File: config.mk
export PLATFORM = sky130hd
export DESIGN_NAME = utf8_stream_decoder_top
export DESIGN_NICKNAME = d
export VERILOG_FILES = /design/src/rtl/core/u8sd_pkg.sv /design/src/rtl/core/u8sd_in_stage.sv /design/src/rtl/core/u8sd_decode.sv /design/src/rtl/core/u8sd_out_stage.sv /design/src/rtl/core/utf8_stream_decoder_top.sv
export SDC_FILE = /design/constraint.sdc
export NUM_CORES = 1
export LEC_CHECK = 0
export BUFFER_PORTS_ARGS = -buffer_cell sky130_fd_sc_hd__buf_2
export CORE_MARGIN = 1
export CORE_UTILIZATION = 31
export DETAILED_ROUTE_END_ITERATION = 10
export HOLD_SLACK_MARGIN = 0.1
export SETUP_SLACK_MARGIN = 0.5
export SLEW_MARGIN = 0
export SYNTH_ARGS = -nofsm -noshare
export SYNTH_HDL_FRONTEND = slang
export SYNTH_SLANG_ARGS = --single-unit
File: constraint.sdc
create_clock -name clk -period 4.07 [get_ports clk]
set_input_delay 0.6105 -clock clk [delete_from_list [all_inputs] [get_ports clk]]
set_output_delay 0.6105 -clock clk [all_outputs]
set_load 0.03 [all_outputs]
File: src/rtl/core/u8sd_pkg.sv
// Shared types, constants and helpers for the UTF-8 stream decoder.
package u8sd_pkg;

  localparam int COUNT_BITS = 16;
  localparam int CP_BITS    = 21;
  localparam int BR_BITS    = 16;

  localparam logic [CP_BITS-1:0] REPL_CHAR  = 21'h00FFFD;
  localparam logic [7:0]         ASCII_MAX  = 8'h7F;
  localparam logic [7:0]         LEAD_MIN   = 8'hC2;
  localparam logic [7:0]         LEAD_MAX   = 8'hF4;
  localparam logic [7:0]         LEAD3_MIN  = 8'hE0;
  localparam logic [7:0]         LEAD4_MIN  = 8'hF0;
  localparam logic [7:0]         CONT_MASK  = 8'h3F;
  localparam logic [7:0]         LEAD2_MASK = 8'h1F;
  localparam logic [7:0]         LEAD3_MASK = 8'h0F;
  localparam logic [7:0]         LEAD4_MASK = 8'h07;

  typedef struct packed {
    logic [7:0] in_byte;
    logic       last_byte;
  } in_word_t;

  typedef struct packed {
    logic [CP_BITS-1:0] code_point;
    logic               replaced;
    logic [BR_BITS-1:0] bytes_read;
  } res_t;

  typedef struct packed {
    logic [CP_BITS-1:0] code_point;
    logic               replaced;
  } cp_chk_t;

  // surrogates and values above 10FFFF become U+FFFD
  function automatic cp_chk_t check_cp(input logic [CP_BITS-1:0] v);
    cp_chk_t r;
    r.code_point = v;
    r.replaced   = 1'b0;
    if ((v >= 21'h00D800 && v <= 21'h00DFFF) || v > 21'h10FFFF) begin
      r.code_point = REPL_CHAR;
      r.replaced   = 1'b1;
    end
    return r;
  endfunction

endpackage

File: src/rtl/core/u8sd_in_stage.sv
// Input register stage: holds one accepted byte until the decoder takes it.
module u8sd_in_stage (
  input  logic               clk,
  input  logic               rst,
  input  logic               in_valid,
  output logic               in_ready,
  input  u8sd_pkg::in_word_t in_word,
  output logic               held_valid,
  output u8sd_pkg::in_word_t held_word,
  input  logic               take
);

  logic full;

  assign in_ready   = !full || take;
  assign held_valid = full;

  always_ff @(posedge clk) begin
    if (rst) begin
      full <= 1'b0;
    end else if (in_valid && in_ready) begin
      full <= 1'b1;
    end else if (take) begin
      full <= 1'b0;
    end
  end

  always_ff @(posedge clk) begin
    if (in_valid && in_ready) begin
      held_word <= in_word;
    end
  end

endmodule

File: src/rtl/core/u8sd_decode.sv
// Decoder state and per-byte decode logic.
module u8sd_decode (
  input  logic               clk,
  input  logic               rst,
  input  logic               fire,
  input  u8sd_pkg::in_word_t word,
  output logic               has_res,
  output u8sd_pkg::res_t     res
);

  localparam logic [u8sd_pkg::COUNT_BITS-1:0] COUNT_MAX = '1;

  logic [1:0]                        pending_count, pending_count_next;
  logic [u8sd_pkg::CP_BITS-1:0]      partial_value, partial_value_next;
  logic [u8sd_pkg::COUNT_BITS-1:0]   consumed_count, consumed_count_next;

  logic [u8sd_pkg::COUNT_BITS-1:0]   cnt_rep;
  logic [u8sd_pkg::BR_BITS-1:0]      br_val;
  logic [u8sd_pkg::CP_BITS-1:0]      emit_val;
  logic                              emit_force_repl;
  logic [1:0]                        pend_after;
  logic [u8sd_pkg::CP_BITS-1:0]      pv_after;
  logic [u8sd_pkg::CP_BITS-1:0]      pv_shift;
  u8sd_pkg::cp_chk_t                 chk;
  logic [7:0]                        b;

  assign b        = word.in_byte;
  assign pv_shift = {partial_value[u8sd_pkg::CP_BITS-7:0], b[5:0] & u8sd_pkg::CONT_MASK[5:0]};

  always_comb begin
    has_res             = 1'b0;
    emit_val            = partial_value;
    emit_force_repl     = 1'b0;
    cnt_rep             = consumed_count;
    pend_after          = pending_count;
    pv_after            = partial_value;
    pending_count_next  = pending_count;
    partial_value_next  = partial_value;
    consumed_count_next = consumed_count;
    if (b == 8'h00) begin
      // string terminator: flush open sequence, not counted
      has_res             = (pending_count != 2'd0);
      pending_count_next  = 2'd0;
      partial_value_next  = '0;
      consumed_count_next = '0;
    end else begin
      if (consumed_count != COUNT_MAX) begin
        cnt_rep = consumed_count + 1'b1;
      end
      if (pending_count != 2'd0) begin
        pend_after = pending_count - 2'd1;
        pv_after   = pv_shift;
        if (pending_count == 2'd1) begin
          has_res  = 1'b1;
          emit_val = pv_shift;
          pv_after = '0;
        end
      end else if (b <= u8sd_pkg::ASCII_MAX) begin
        has_res  = 1'b1;
        emit_val = {13'd0, b & u8sd_pkg::ASCII_MAX};
      end else if (b < u8sd_pkg::LEAD_MIN || b > u8sd_pkg::LEAD_MAX) begin
        has_res         = 1'b1;
        emit_force_repl = 1'b1;
      end else if (b < u8sd_pkg::LEAD3_MIN) begin
        pv_after   = {13'd0, b & u8sd_pkg::LEAD2_MASK};
        pend_after = 2'd1;
      end else if (b < u8sd_pkg::LEAD4_MIN) begin
        pv_after   = {13'd0, b & u8sd_pkg::LEAD3_MASK};
        pend_after = 2'd2;
      end else begin
        pv_after   = {13'd0, b & u8sd_pkg::LEAD4_MASK};
        pend_after = 2'd3;
      end
      if (word.last_byte) begin
        if (pend_after != 2'd0) begin
          has_res  = 1'b1;
          emit_val = pv_after;
        end
        pending_count_next  = 2'd0;
        partial_value_next  = '0;
        consumed_count_next = '0;
      end else begin
        pending_count_next  = pend_after;
        partial_value_next  = pv_after;
        consumed_count_next = cnt_rep;
      end
    end
  end

  always_comb begin
    chk            = u8sd_pkg::check_cp(emit_val);
    res.code_point = emit_force_repl ? u8sd_pkg::REPL_CHAR : chk.code_point;
    res.replaced   = emit_force_repl | chk.replaced;
    res.bytes_read = br_val;
  end

  generate
    if (u8sd_pkg::COUNT_BITS >= u8sd_pkg::BR_BITS) begin : g_br_trunc
      assign br_val = cnt_rep[u8sd_pkg::BR_BITS-1:0];
    end else begin : g_br_ext
      assign br_val = {{(u8sd_pkg::BR_BITS-u8sd_pkg::COUNT_BITS){1'b0}}, cnt_rep};
    end
  endgenerate

  always_ff @(posedge clk) begin
    if (rst) begin
      pending_count  <= 2'd0;
      partial_value  <= '0;
      consumed_count <= '0;
    end else if (fire) begin
      pending_count  <= pending_count_next;
      partial_value  <= partial_value_next;
      consumed_count <= consumed_count_next;
    end
  end

endmodule

File: src/rtl/core/u8sd_out_stage.sv
// Result register: holds one decoded word until the sink takes it.
module u8sd_out_stage (
  input  logic           clk,
  input  logic           rst,
  input  logic           load,
  input  u8sd_pkg::res_t res_in,
  output logic           can_load,
  output logic           out_valid,
  input  logic           out_ready,
  output u8sd_pkg::res_t res_out
);

  assign can_load = !out_valid || out_ready;

  always_ff @(posedge clk) begin
    if (rst) begin
      out_valid <= 1'b0;
    end else if (load) begin
      out_valid <= 1'b1;
    end else if (out_ready) begin
      out_valid <= 1'b0;
    end
  end

  always_ff @(posedge clk) begin
    if (load) begin
      res_out <= res_in;
    end
  end

endmodule

File: src/rtl/core/utf8_stream_decoder_top.sv
// Top level of the byte-serial UTF-8 stream decoder.
//
//  channel  dir  handshake          payload
//  s_*      in   s_tvalid/s_tready  tdata: in_byte, tlast: last_byte
//  m_*      out  m_tvalid/m_tready  tdata: code_point, bytes_read; tuser: replaced
//
// One byte per cycle sustained unless m_tready stalls; a byte's result passes the input
// register, then is decoded into the result register that drives m_*.
// The decode state loop (pending count, partial value, byte count) updates on each byte it takes.
// rst is synchronous and clears the valid flags and decode state; the string starts empty.
// A stalled m_tready holds the result and, once the input register is full, s_tready.
module utf8_stream_decoder_top (
  input  logic        clk,
  input  logic        rst,
  input  logic        s_tvalid,
  output logic        s_tready,
  input  logic [7:0]  s_tdata,   // [7:0] in_byte
  input  logic        s_tlast,   // last_byte
  output logic        m_tvalid,
  input  logic        m_tready,
  output logic [39:0] m_tdata,   // [20:0] code_point, [36:21] bytes_read, [39:37] zero
  output logic [0:0]  m_tuser    // [0] replaced
);

  u8sd_pkg::in_word_t in_word;
  u8sd_pkg::in_word_t held_word;
  u8sd_pkg::res_t     res_d;
  u8sd_pkg::res_t     res_q;
  logic               held_valid;
  logic               has_res;
  logic               can_load;
  logic               fire;

  assign in_word.in_byte   = s_tdata;
  assign in_word.last_byte = s_tlast;
  assign fire              = held_valid && can_load;

  u8sd_in_stage u_in (
    .clk        (clk),
    .rst        (rst),
    .in_valid   (s_tvalid),
    .in_ready   (s_tready),
    .in_word    (in_word),
    .held_valid (held_valid),
    .held_word  (held_word),
    .take       (fire)
  );

  u8sd_decode u_dec (
    .clk     (clk),
    .rst     (rst),
    .fire    (fire),
    .word    (held_word),
    .has_res (has_res),
    .res     (res_d)
  );

  u8sd_out_stage u_out (
    .clk       (clk),
    .rst       (rst),
    .load      (fire && has_res),
    .res_in    (res_d),
    .can_load  (can_load),
    .out_valid (m_tvalid),
    .out_ready (m_tready),
    .res_out   (res_q)
  );

  assign m_tdata = {3'b000, res_q.bytes_read, res_q.code_point};
  assign m_tuser = res_q.replaced;

endmodule
==> run_results.csv <==
group,metric,value,unit
synth,synth-warning-count,0,
final_layout,syn_to_final_growth,13.3,%
synth,yosysUniqueCellTypes,70,
floorplan,row_count,45,
clock_tree,clock_latency,0.36,ns
placement,pre_cts_ws,0.848,ns
sta,post-route-period-util,80.1,%
detailed_routing,routedWlPerCell,18.1,um
placement,dpl_cell_area,5160,sq um
synth,synth.area.mux_share,1.30,%
sta,clock.fmax,307,MHz
detailed_routing,num_vias,4151,
clock_tree,clkTransAtPathRegs,0.07,ns
final_layout,n_antenna_cell,0,
detailed_routing,drt-initial-drc-count,394,
grt,grt_max_degree,43,
grt,grt_first_pass_wirelength,21100,um
synth,synth_top_family_by_area,"compound AO/OA/AOI/OAI gates",
detailed_routing,via_per_inst,5.68,
floorplan,ios,56,
synth,synth-edff-count,47,
sta,rsz0062_at_grt,"no",
clock_tree,cts.sink_count,88,
synth,synth-compound-area-share,25.5,%
sta,hold_violations,0,
floorplan,start_util,31.7,%
setup_path,crit_path_start,"u_in.held_word[5]",
synth,synth_top_area_cell,"edfxtp_1",
power_and_ir_drop,pwr_density_cell,369,nW/um^2
grt,overflow,0,
detailed_routing,wl,13200,um
synth,synthSimpleGateAreaFrac,19.8,%
clock_tree,cts_setup_buffers,0,
setup_path,critPathMaxFanout,16,
setup_path,regToRegStartpoint,"u_in.held_word[5]",
final_layout,fin_util,36.0,%
synth,ys_ff_latch,88,
synth,synthFlopType,"edfxtp_1",
detailed_routing,first_pass_iters,6,
synth,yosys.area_share.adder,0.260,%
setup_path,cp-end-kind,"register",
final_layout,n_fill_cell,1542,
placement,port-buffer-count,52,
status,status,"finished clean",
clock_tree,ctsResizeCount,0,
clock_tree,cts_root_buffer,"clkbuf_16",
setup_path,crit_arrival,3.33,ns
floorplan,die_area,16000,sq um
synth,synth-xor-area-share,2.00,%
placement,dpl.hpwl,9380,um
clock_tree,cts_max_level,3,
clock_tree,numCtsBuffers,9,
clock_tree,ctsLongestPathBuffers,2,
final_layout,finalInstanceArea,5450,sq um
clock_tree,hold_buffers,0,
synth,synth_top_area_share,29.4,%
power_and_ir_drop,leakagePower,1.99,nW
synth,synthCells,504,
setup_path,startpoint_type,"register",
final_layout,drive_above_1_share,19.0,%
floorplan,core_area,15100,sq um
hold_path,hp-start,"s_tdata[1]",
detailed_routing,drc,0,
floorplan,die_w,127,um
sta,worst_hold_slack,0.432,ns
hold_path,hold_path_class,"in2reg",
placement,gp_congestion,0.927,
power_and_ir_drop,ir_drop,0.214,mV
sta,fin_crit,3.26,ns
clock_tree,cts_tree,"done",
grt,grt_pass1_vias,3839,
job,max-cap-violations,0,
synth,synth_area,4810,sq um
sta,worst_pin_slew,0.827,ns
synth,async_reset_ff_share,0,%
floorplan,die_h,127,um
synth,syn_area_per_cell,9.54,sq um
sta,fin_ws,0.810,ns
setup_path,required,4.14,ns
final_layout,layout.nets,552,
synth,synthTopCellsByArea,"edfxtp_1 (29%), dfxtp_1 (17%), nor2_1 (5.4%)",
sta,tns,0,ns
detailed_routing,postRouteAntennaNets,0,
grt,antenna_found_initial,0,
synth,yosysSeqAreaShare,46.4,%
sta,slew_headroom,44.9,%
grt,track_usage,17.2,%
sta,drv_slew,0,
sta,clock-skew-final,0.0137,ns
setup_path,worstSetupPathType,"reg2reg",
sta,setup_violations,0,
-- synth_stat cells, types with 6 or more instances --
cell       n
edfxtp_1  47
o21ai_0   22
nand4_1    7
clkbuf_1  23
o211ai_2   9
a22oi_1   32
xor2_1     6
inv_1     10
and2_1     9
nand2_1   36
nand3_1   11
a31oi_1   10
a21oi_1   36
dfxtp_1   41
nor3_1    11
nor2_1    69
buf_2      6
-- layout make-up --
| cell class | count | area, sq um | share of cell area, % |
|---|---|---|---|
| clock buffer | 12 | 258 | 4.73 |
| clock inverter | 4 | 25.0 | 0.460 |
| inverter | 10 | 37.5 | 0.689 |
| multi-input combinational | 372 | 2360 | 43.3 |
| sequential | 88 | 2230 | 41.0 |
| tap | 188 | 235 | 4.32 |
| timing repair buffer | 57 | 298 | 5.47 |
-- per-stage QoR --
stage	instances	power [mW]
after global placement	715	1.22
after floorplan	506	1.16
after global routing	731	2.08
final	731	2.01
after detailed placement	715	1.22
after CTS	731	2.02
-- routing by layer --
| layer | track usage, % | vias to the layer above | part of all wire [%] | routed length [um] |
|---|---|---|---|---|
| met1 | 25.1 | 1995 | 49 | 6470 |
| met2 | 24.8 | 162 | 43 | 5670 |
| met5 | 0 | - | 0 | 0 |
| li1 | - | 1974 | - | - |
| met3 | 2.66 | 20 | 5.8 | 770 |
| met4 | 8.08 | 0 | 2.2 | 297 |
-- logic make-up (layout without fill, tap and decap cells) --
family | Yosys count | count (layout)
AND/OR/NAND/NOR | 187 | 187
buffers and inverters | 46 | 83
AO/OA/AOI/OAI | 164 | 164
XOR/XNOR | 11 | 11
multiplexers | 6 | 6
flip-flops | 88 | 88
other | 1 | 3
adder cells (fa/ha/maj) | 1 | 1
-- critical path: stages (launching register included) --
cell      delay [ns]
edfxtp_1        0.60
or4_1           0.72
nor2_4          0.39
nor2_2          0.18
a21oi_1         0.34
o211ai_4        0.13
a21oi_4         0.47
o211ai_1        0.15
-- cell usage in the layout, fill, tap and decap left out, types with 3 or more instances in the layout --
| cell type | synthesis | routed |
|---|---|---|
| nand3_1 | 11 | 11 |
| a31oi_1 | 10 | 10 |
| nor4_1 | 3 | 3 |
| dfxtp_1 | 41 | 41 |
| nor2b_1 | 3 | 3 |
| o211ai_1 | 3 | 3 |
| buf_2 | 6 | 52 |
| o211ai_2 | 9 | 9 |
| o31ai_1 | 5 | 5 |
| conb_1 | 1 | 3 |
| a221oi_1 | 5 | 5 |
| or3_1 | 5 | 5 |
| xor2_1 | 6 | 6 |
| inv_1 | 10 | 10 |
| mux2i_1 | 4 | 4 |
| a22oi_1 | 32 | 32 |
| buf_4 | 3 | 5 |
| nand2b_1 | 4 | 4 |
| and3_1 | 4 | 4 |
| and4_1 | 5 | 5 |
| nor3_1 | 11 | 11 |
| o221ai_1 | 4 | 4 |
| a32oi_1 | 4 | 4 |
| nand4_1 | 7 | 7 |
| o21ai_1 | 4 | 4 |
| a21oi_1 | 36 | 36 |
| a21o_1 | 4 | 4 |
| nor2_1 | 69 | 69 |
| and2_1 | 9 | 9 |
| or2_2 | 3 | 3 |
| o21ai_0 | 22 | 22 |
| a22o_1 | 3 | 3 |
| nor4b_1 | 3 | 3 |
| xnor2_1 | 5 | 5 |
| nand2_1 | 36 | 36 |
| clkbuf_16 | 0 | 10 |
| edfxtp_1 | 47 | 47 |
-- sequential cells by signal, indices dropped and copies added, names as in the netlist --
register and cells:
u_dec.consumed_count 16, u_dec.pending_count 2, u_in.held_valid 1, u_out.out_valid 1
u_dec.partial_value 21, u_in.held_word 9, u_out.res_out 38
-- where the power goes --
| part | internal (mW) | switching [mW] | total, mW |
|---|---|---|---|
| sequential | 0.967 | 0.0212 | 0.988 |
| combinational | 0.0618 | 0.154 | 0.216 |
| clock | 0.452 | 0.354 | 0.806 |
-- worst paths after layout --
path,endpoint,slack [ns],cells after the start
max,u_out.res_out[17],0.81,7
min,u_in.held_word[2],0.43,1
min reg2reg,u_dec.consumed_count[11],0.53,2
max reg2reg,u_out.res_out[17],0.81,7
No activity file was read; power rests on OpenSTA's default activity.
